File: src/sv/clns_pkg.sv
// clns_pkg: shared types, constants and the microcode program of the
// character lcd nibble sequencer. No dependencies.
`timescale 1ns / 1ps

package clns_pkg;

  localparam int STEP_W = 5;
  localparam int HOLD_W = 19;
  localparam int CYC_W  = 27;

  localparam logic [STEP_W-1:0] INIT_ENTRY = 5'd0;
  localparam logic [STEP_W-1:0] BYTE_ENTRY = 5'd25;

  localparam logic [HOLD_W-1:0] STROBE_US = 19'd20;

  typedef enum logic [1:0] {
    OP_INIT   = 2'd0,
    OP_CMD    = 2'd1,
    OP_DATA   = 2'd2,
    OP_CURSOR = 2'd3
  } op_t;

  typedef enum logic [1:0] {
    NIB_ZERO  = 2'd0,
    NIB_CONST = 2'd1,
    NIB_HI    = 2'd2,
    NIB_LO    = 2'd3
  } nib_sel_t;

  typedef enum logic [2:0] {
    HOLD_20     = 3'd0,
    HOLD_100    = 3'd1,
    HOLD_5000   = 3'd2,
    HOLD_10000  = 3'd3,
    HOLD_50000  = 3'd4,
    HOLD_500000 = 3'd5
  } hold_sel_t;

  typedef enum logic [1:0] {
    ST_IDLE,
    ST_EMIT,
    ST_WAIT
  } state_t;

  // one microcode word
  typedef struct packed {
    nib_sel_t   nib_sel;
    logic [3:0] nib_const;
    logic       en;
    hold_sel_t  hold;
    logic       ld;        // load ld_byte into the byte register when the beat goes out
    logic [7:0] ld_byte;
    logic       last;
  } ctrl_t;

  function automatic logic [HOLD_W-1:0] hold_us_of(hold_sel_t h);
    logic [HOLD_W-1:0] r;
    unique case (h)
      HOLD_20:     r = 19'd20;
      HOLD_100:    r = 19'd100;
      HOLD_5000:   r = 19'd5000;
      HOLD_10000:  r = 19'd10000;
      HOLD_50000:  r = 19'd50000;
      HOLD_500000: r = 19'd500000;
      default:     r = 19'd0;
    endcase
    return r;
  endfunction

  function automatic logic [7:0] row_base(logic [1:0] row);
    logic [7:0] r;
    unique case (row)
      2'd0:    r = 8'h80;
      2'd1:    r = 8'hC0;
      2'd2:    r = 8'h94;
      default: r = 8'hD4;
    endcase
    return r;
  endfunction

  function automatic ctrl_t cw(nib_sel_t s, logic [3:0] k, logic en, hold_sel_t h,
                               logic ld, logic [7:0] b, logic last);
    ctrl_t c;
    c.nib_sel   = s;
    c.nib_const = k;
    c.en        = en;
    c.hold      = h;
    c.ld        = ld;
    c.ld_byte   = b;
    c.last      = last;
    return c;
  endfunction

  // the program: init from INIT_ENTRY, byte write from BYTE_ENTRY
  function automatic ctrl_t ucode_rom(logic [STEP_W-1:0] step);
    ctrl_t c;
    case (step) inside
      5'd0:                 c = cw(NIB_ZERO,  4'd0, 1'b0, HOLD_500000, 1'b0, 8'h00, 1'b0);
      5'd1, 5'd3, 5'd5:     c = cw(NIB_CONST, 4'd3, 1'b1, HOLD_20,     1'b0, 8'h00, 1'b0);
      5'd2, 5'd4:           c = cw(NIB_CONST, 4'd3, 1'b0, HOLD_50000,  1'b0, 8'h00, 1'b0);
      5'd6:                 c = cw(NIB_CONST, 4'd3, 1'b0, HOLD_10000,  1'b0, 8'h00, 1'b0);
      5'd7:                 c = cw(NIB_CONST, 4'd2, 1'b1, HOLD_20,     1'b0, 8'h00, 1'b0);
      5'd8:                 c = cw(NIB_CONST, 4'd2, 1'b0, HOLD_10000,  1'b1, 8'h01, 1'b0);
      5'd9, 5'd13, 5'd17, 5'd21, 5'd25:
                            c = cw(NIB_HI,    4'd0, 1'b1, HOLD_20,     1'b0, 8'h00, 1'b0);
      5'd10, 5'd14, 5'd18, 5'd22, 5'd26:
                            c = cw(NIB_HI,    4'd0, 1'b0, HOLD_100,    1'b0, 8'h00, 1'b0);
      5'd11, 5'd15, 5'd19, 5'd23, 5'd27:
                            c = cw(NIB_LO,    4'd0, 1'b1, HOLD_20,     1'b0, 8'h00, 1'b0);
      5'd12:                c = cw(NIB_LO,    4'd0, 1'b0, HOLD_5000,   1'b1, 8'h06, 1'b0);
      5'd16:                c = cw(NIB_LO,    4'd0, 1'b0, HOLD_5000,   1'b1, 8'h0F, 1'b0);
      5'd20:                c = cw(NIB_LO,    4'd0, 1'b0, HOLD_5000,   1'b1, 8'h0C, 1'b0);
      5'd24, 5'd28:         c = cw(NIB_LO,    4'd0, 1'b0, HOLD_5000,   1'b0, 8'h00, 1'b1);
      default:              c = cw(NIB_ZERO,  4'd0, 1'b0, HOLD_20,     1'b0, 8'h00, 1'b1);
    endcase
    return c;
  endfunction

endpackage

File: src/sv/clns_if.sv
// clns_if: valid/ready channel interfaces for requests and pin phases.
// Depends on nothing.
`timescale 1ns / 1ps

interface clns_req_if;
  logic       valid;
  logic       ready;
  logic [1:0] op;
  logic [7:0] value_byte;
  logic [1:0] row;
  logic [5:0] col;

  modport source (output valid, op, value_byte, row, col, input ready);
  modport sink   (input valid, op, value_byte, row, col, output ready);
endinterface

interface clns_phase_if;
  logic        valid;
  logic        ready;
  logic [3:0]  nibble;
  logic        reg_select;
  logic        enable;
  logic [18:0] hold_us;
  logic        last;

  modport source (output valid, nibble, reg_select, enable, hold_us, last, input ready);
  modport sink   (input valid, nibble, reg_select, enable, hold_us, last, output ready);
endinterface

File: src/sv/clns_sequencer.sv
// clns_sequencer: microcode step counter and program lookup.
// Depends on clns_pkg.
`timescale 1ns / 1ps

module clns_sequencer import clns_pkg::*; (
  input  logic  clk,
  input  logic  rst,
  input  logic  start,
  input  logic  is_init,
  input  logic  advance,
  output ctrl_t ctrl
);

  logic [STEP_W-1:0] step_addr;

  always_ff @(posedge clk) begin
    if (rst) begin
      step_addr <= INIT_ENTRY;
    end else if (start) begin
      step_addr <= is_init ? INIT_ENTRY : BYTE_ENTRY;
    end else if (advance && !ctrl.last) begin
      step_addr <= step_addr + 5'd1;
    end
  end

  assign ctrl = ucode_rom(step_addr);

endmodule

File: src/sv/clns_hold_timer.sv
// clns_hold_timer: scales a hold in microseconds to clock cycles and counts it out.
// Depends on clns_pkg.
`timescale 1ns / 1ps

module clns_hold_timer import clns_pkg::*; (
  input  logic              clk,
  input  logic              rst,
  input  logic              load,
  input  logic [HOLD_W-1:0] hold_us,
  input  logic [7:0]        cycles_per_us,
  output logic              done
);

  logic [HOLD_W-1:0] hold_q;
  logic              pend;
  logic [CYC_W-1:0]  hold_counter;

  always_ff @(posedge clk) begin
    if (load) begin
      hold_q <= hold_us;
    end
  end

  always_ff @(posedge clk) begin
    if (rst) begin
      pend         <= 1'b0;
      hold_counter <= '0;
    end else if (load) begin
      pend <= 1'b1;
    end else if (pend) begin
      pend         <= 1'b0;
      hold_counter <= hold_q * cycles_per_us;  // 19 x 8 gives exactly 27 bits
    end else if (hold_counter != '0) begin
      hold_counter <= hold_counter - 27'd1;
    end
  end

  assign done = !load && !pend && (hold_counter <= 27'd1);

endmodule

File: src/sv/char_lcd_nibble_sequencer.sv
// char_lcd_nibble_sequencer: top level of the 4-bit character lcd bus sequencer.
// Depends on clns_pkg, clns_if, clns_sequencer and clns_hold_timer.
`timescale 1ns / 1ps

// usage
//   req   : one beat per request (init, command byte, data byte, cursor move)
//   phase : one beat per pin phase: bus nibble, register select, enable level,
//           hold time in microseconds and a last flag on the final phase
//   cfg_we/cfg_data set clocks_per_microsecond (reset 50); write it while idle
// timing
//   a request is taken only when the block is idle; a byte request gives 4
//   phase beats, init gives 25
//   after each phase beat is taken the block holds for hold_us scaled by
//   clocks_per_microsecond, then offers the next beat
//   a byte request lasts about 5140 us of holds, init about 640640 us;
//   the hold values in the program set these figures
//   first phase beat appears in the cycle after the request is taken
// reset
//   synchronous; returns to idle with req.ready high and no phase beat pending
// stall
//   a phase beat stays offered until taken; the hold starts only when it is,
//   so a slow receiver stretches the sequence but never loses a phase
module char_lcd_nibble_sequencer import clns_pkg::*; (
  input  logic                clk,
  input  logic                rst,
  input  logic                cfg_we,
  input  logic [7:0]          cfg_data,
  clns_req_if.sink            req,
  clns_phase_if.source        phase
);

  state_t     state, state_next;
  ctrl_t      ctrl;
  logic [7:0] cycles_per_us;
  logic [7:0] held_byte;
  logic       held_select;
  logic       req_fire, phase_fire;
  logic       seq_advance;
  logic       hold_done;

  assign req_fire   = req.valid && req.ready;
  assign phase_fire = phase.valid && phase.ready;

  // configuration register
  always_ff @(posedge clk) begin
    if (rst) begin
      cycles_per_us <= 8'd50;
    end else if (cfg_we) begin
      cycles_per_us <= cfg_data;
    end
  end

  // byte and register select for the current request; init reloads the byte
  // from the program as each command starts
  always_ff @(posedge clk) begin
    if (rst) begin
      held_byte   <= 8'h00;
      held_select <= 1'b0;
    end else if (req_fire) begin
      held_select <= (op_t'(req.op) == OP_DATA);
      if (op_t'(req.op) == OP_CURSOR) begin
        held_byte <= row_base(req.row) + {2'b00, req.col};  // wraps modulo 256
      end else begin
        held_byte <= req.value_byte;
      end
    end else if (phase_fire && ctrl.ld) begin
      held_byte <= ctrl.ld_byte;
    end
  end

  always_ff @(posedge clk) begin
    if (rst) begin
      state <= ST_IDLE;
    end else begin
      state <= state_next;
    end
  end

  always_comb begin
    state_next  = state;
    req.ready   = 1'b0;
    phase.valid = 1'b0;
    seq_advance = 1'b0;
    unique case (state)
      ST_IDLE: begin
        req.ready = 1'b1;
        if (req.valid) begin
          state_next = ST_EMIT;
        end
      end
      ST_EMIT: begin
        phase.valid = 1'b1;
        if (phase.ready) begin
          state_next = ST_WAIT;
        end
      end
      ST_WAIT: begin
        if (hold_done) begin
          seq_advance = 1'b1;
          state_next  = ctrl.last ? ST_IDLE : ST_EMIT;
        end
      end
      default: state_next = ST_IDLE;
    endcase
  end

  clns_sequencer u_seq (
    .clk     (clk),
    .rst     (rst),
    .start   (req_fire),
    .is_init (op_t'(req.op) == OP_INIT),
    .advance (seq_advance),
    .ctrl    (ctrl)
  );

  clns_hold_timer u_timer (
    .clk           (clk),
    .rst           (rst),
    .load          (phase_fire),
    .hold_us       (phase.hold_us),
    .cycles_per_us (cycles_per_us),
    .done          (hold_done)
  );

  // phase payload from the current control word and the held byte
  always_comb begin
    unique case (ctrl.nib_sel)
      NIB_ZERO:  phase.nibble = 4'h0;
      NIB_CONST: phase.nibble = ctrl.nib_const;
      NIB_HI:    phase.nibble = held_byte[7:4];
      NIB_LO:    phase.nibble = held_byte[3:0];
      default:   phase.nibble = 4'h0;
    endcase
  end

  assign phase.reg_select = held_select;
  assign phase.enable     = ctrl.en;
  assign phase.hold_us    = hold_us_of(ctrl.hold);
  assign phase.last       = ctrl.last;

endmodule

File: src/flat_wrapper.sv
// flat-port wrapper written by rule: the top's interface ports become plain ports
module char_lcd_nibble_sequencer_flat import clns_pkg::*;
  (clk, rst, cfg_we, cfg_data, req_valid, req_op, req_value_byte, req_row, req_col, req_ready, phase_valid, phase_nibble, phase_reg_select, phase_enable, phase_hold_us, phase_last, phase_ready);
  clns_req_if req_i ();
  clns_phase_if phase_i ();
  input  logic clk;
  input  logic rst;
  input  logic cfg_we;
  input  logic [7:0] cfg_data;
  input wire logic [$bits(req_i.valid)-1:0] req_valid;
  input wire logic [$bits(req_i.op)-1:0] req_op;
  input wire logic [$bits(req_i.value_byte)-1:0] req_value_byte;
  input wire logic [$bits(req_i.row)-1:0] req_row;
  input wire logic [$bits(req_i.col)-1:0] req_col;
  output wire logic [$bits(req_i.ready)-1:0] req_ready;
  output wire logic [$bits(phase_i.valid)-1:0] phase_valid;
  output wire logic [$bits(phase_i.nibble)-1:0] phase_nibble;
  output wire logic [$bits(phase_i.reg_select)-1:0] phase_reg_select;
  output wire logic [$bits(phase_i.enable)-1:0] phase_enable;
  output wire logic [$bits(phase_i.hold_us)-1:0] phase_hold_us;
  output wire logic [$bits(phase_i.last)-1:0] phase_last;
  input wire logic [$bits(phase_i.ready)-1:0] phase_ready;
  assign req_i.valid = req_valid;
  assign req_i.op = req_op;
  assign req_i.value_byte = req_value_byte;
  assign req_i.row = req_row;
  assign req_i.col = req_col;
  assign req_ready = req_i.ready;
  assign phase_valid = phase_i.valid;
  assign phase_nibble = phase_i.nibble;
  assign phase_reg_select = phase_i.reg_select;
  assign phase_enable = phase_i.enable;
  assign phase_hold_us = phase_i.hold_us;
  assign phase_last = phase_i.last;
  assign phase_i.ready = phase_ready;
  char_lcd_nibble_sequencer u_core (.clk(clk), .rst(rst), .cfg_we(cfg_we), .cfg_data(cfg_data), .req(req_i), .phase(phase_i));
endmodule
File: config.mk
export PLATFORM = sky130hd
export DESIGN_NAME = char_lcd_nibble_sequencer_flat
export DESIGN_NICKNAME = d
export VERILOG_FILES = /design/src/sv/clns_pkg.sv /design/src/sv/clns_if.sv /design/src/sv/clns_sequencer.sv /design/src/sv/clns_hold_timer.sv /design/src/sv/char_lcd_nibble_sequencer.sv /design/src/flat_wrapper.sv
export SDC_FILE = /design/constraint.sdc
export NUM_CORES = 1
export LEC_CHECK = 0
export BUFFER_PORTS_ARGS = -buffer_cell sky130_fd_sc_hd__buf_2
export CAP_MARGIN = 20
export CORE_ASPECT_RATIO = 1.1
export CORE_MARGIN = 3
export CORE_UTILIZATION = 55
export CTS_CLUSTER_DIAMETER = 100
export DETAILED_ROUTE_END_ITERATION = 8
export PLACE_DENSITY = 0.81
export SLEW_MARGIN = 20
export SYNTH_ARGS = -nofsm -noshare
export SYNTH_HDL_FRONTEND = slang
export SYNTH_HIERARCHICAL = 1
export SYNTH_SLANG_ARGS = --single-unit
File: constraint.sdc
create_clock -name clk -period 5.7 [get_ports clk]
set_input_delay 0.855 -clock clk [delete_from_list [all_inputs] [get_ports clk]]
set_output_delay 0.855 -clock clk [all_outputs]
set_load 0.005 [all_outputs]
==> reports/metrics.yaml <==
run_status:
  status: "finished clean"
worst_setup_path:
  timing.rr.start: "u_core/cycles_per_us[2]"
  crit_arrival_ns: 5.52
  end_kind: "flop"
  ff2ff_setup_slack_ns: 0.45
  worstSetupStartpoint: "u_core/cycles_per_us[2]"
  crit_path_end: "u_core/u_timer/hold_counter[21]"
  rr_worst_depth: 15
  startpoint_type: "flop"
  path_class: "reg -> reg"
  required_ns: 5.97
  cp_max_fo: 20
  reg2reg_to: "u_core/u_timer/hold_counter[21]"
floorplan:
  rows: 49
  fp.coreArea_um2: 16550
  fp.dieH_um: 143.3
  initial_core_util: 0.5694
  ios: 59
  fp.dieArea_um2: 18750
  fp.dieW_um: 130.8
sta:
  relSlewSlack: 0.4130
  skew_ns: 0.01229
  period_minus_slack_ns: 5.248
  fin_setup_tns_ns: 0
  rsz0062_at_grt: "no"
  max_freq_ghz: 0.1906
  finalMaxSlewViolations: 0
  hold_viol_final: 0
  setup_viol: 0
  layout_worst_path_cycle_share: 0.9206
  worstMarginPinSlew_ns: 0.8713
cells_and_area:
  syn_to_final_growth_pct: 6.252
  stdcell_count: 1330
  diodes: 0
  final_common_cell: "inv_1"
  final_nets: 1311
  drive_above_1_share: 0.09591
  layout_common_cells: "inv_1, and2_1, fa_1"
synthesis:
  async_flop_share: 0
  synth_warnings: 6
  synth.distinct_cells: 88
  synth_ff_type: "dfxtp_1"
  yosysSeqAreaShare: 0.1710
  syn_inst: 1105
  synth_edf_count: 19
  synth_seq_cells: 71
  syn-cell-area_um2: 9425
  syn_area_per_cell_um2: 8.530
place:
  detailed_place_hpwl_mm: 17.55
  place_congestion: 0.8924
  port_buffers: 55
  placed_cells_incl_taps: 1314
global_routing:
  grt_pass1_vias: 8432
  grt_max_degree: 60
  busiest_layer: "met2"
  grt_use_met1: 0.3123
  grtUsageMet2: 0.4665
  met3_usage: 0.04424
  antenna_found_initial: 0
  grt_pass1_wl_mm: 39.29
  grt-ovfl-total: 0
  grtUsageTotal: 0.2630
routing:
  routed_wl_mm: 23.39
  firstDrtPassIters: 5
  vias: 8123
  detail-route-antenna-nets: 0
  drt_iter0_markers: 577
  drcViolationCount: 0
  drt-vias-per-instance: 6.108
  wl_per_cell_um: 17.58
clock_network:
  numCtsBuffers: 9
  cts_hold_buf: 0
  path_clk_slew_ns: 0.06
  cts_resized: 0
  cts-root-buf: "clkbuf_16"
  postCtsSetupBuffers: 0
  cts.sinks: 71
  cts_tree: "built"
  clk_latency_ns: 0.35
  ctsLongestPathBuffers: 2
  cts-htree-levels: 3
power_and_ir_drop:
  p_leak_uw: 0.004509
  ir_drop_v: 0.0002130
  comb_power_share: 0.663
  p_sw_frac: 0.4975
  p_sw_uw: 2008
  clock_power_share: 0.150
  internal_power_uw: 2028
  p_seq_frac: 0.187
  p_per_area_nw_per_um2: 403.0
min_path:
  hp-class: "reg -> reg"
run:
  drv_cap: 0
-- worst min-delay path by stage --
stage                               to  slack [ns]  cells after the start               startpoint
4_1_cts        u_core/phase.reg_select        0.46                      2  u_core/phase.reg_select
3_3_place_gp   u_core/phase.reg_select        0.45                      2  u_core/phase.reg_select
3_5_place_dp   u_core/phase.reg_select        0.45                      2  u_core/phase.reg_select
6_report       u_core/phase.reg_select        0.47                      2  u_core/phase.reg_select
2_1_floorplan      u_core/held_byte[0]        0.45                      1      u_core/held_byte[0]
5_1_grt            u_core/held_byte[1]        0.50                      1      u_core/held_byte[1]
-- worst max-delay path: stages (launching register included) --
cell and delay (ns):
dfxtp_1 0.72, nand2_1 0.16, fa_1 0.54, fa_1 0.54, inv_1 0.05, fa_1 0.49, inv_1 0.06, fa_1 0.53
inv_1 0.04, ha_1 0.33, o211ai_1 0.10, a21oi_1 0.33, o211ai_1 0.25, a32o_1 0.36, or4_1 0.49, a31oi_1 0.16
-- cell families after synthesis --
logic type,share of synthesized area
compound gates,0.1813
mux,0.02403
flops,0.1710
fa+ha+maj,0.2934
buf+inv,0.08934
xor+xnor,0.01208
simple gates,0.2281
other cells,0.0007968
-- metal layers --
metal,up-vias,routed length [um],part of all wire
li1,3800,-,-
met1,3941,9227,0.39
met2,312,12030,0.51
met3,70,1298,0.056
met4,0,831,0.036
met5,-,0,0
-- per-stage QoR --
| stage | util | hold slack, ns | area, um2 | setup slack [ns] | power [uW] |
|---|---|---|---|---|---|
| final | 0.6050 | 0.4680 | 10010 | 0.4524 | 4036 |
| after global routing | 0.6050 | 0.5046 | 10010 | 0.03310 | 4412 |
| after CTS | 0.6043 | 0.4642 | 10000 | 0.4825 | 3989 |
| after detailed placement | 0.5853 | 0.4484 | 9689 | 0.5223 | 3361 |
| after global placement | 0.5853 | 0.4459 | 9689 | 0.6684 | 3297 |
| after floorplan | - | 0.4456 | 9463 | 0.9541 | 2839 |
-- area by class of cell --
type,count,area [um2]
Inverter,122,470.5
Clock buffer,10,250.2
Sequential cell,71,1612
Multi-Input combinational cell,854,7028
Timing Repair Buffer,63,335.3
Clock inverter,6,63.81
Fill cell,1444,6539
Tap cell,204,255.2
-- sequential cells by signal, summed over array words and instances (netlist names) --
name                         flops
u_core/u_timer/hold_q           19
u_core/state                     2
u_core/u_timer/pend              1
u_core/phase.reg_select          1
u_core/u_seq/step_addr           5
u_core/cycles_per_us             8
u_core/u_timer/hold_counter     27
u_core/held_byte                 8
-- synth_stat cells, drive strengths merged (17+ instances only) --
cell	count	area, um2
a211oi	19	147.6
a21oi	55	297.8
and2	108	675.7
buf	29	225.2
clkbuf	39	146.4
dfxtp	52	1041
edfxtp	19	570.6
fa	102	2042
ha	57	713.2
inv	120	450.4
mux2i	17	170.2
nand2	88	332.8
nand3	19	95.09
nor2	67	261.5
nor3	32	160.2
o21ai	58	290.3
-- power by group through the flow --
stage               Clock [uW]  Combinational [uW]  Sequential, uW
floorplan                    0                2120             721
global placement             0                2540             756
detailed placement           0                2600             761
CTS                        616                2620             751
global route               640                3000             773
finish                     605                2670             756
Note: power is estimated with default switching activity, not from simulation.
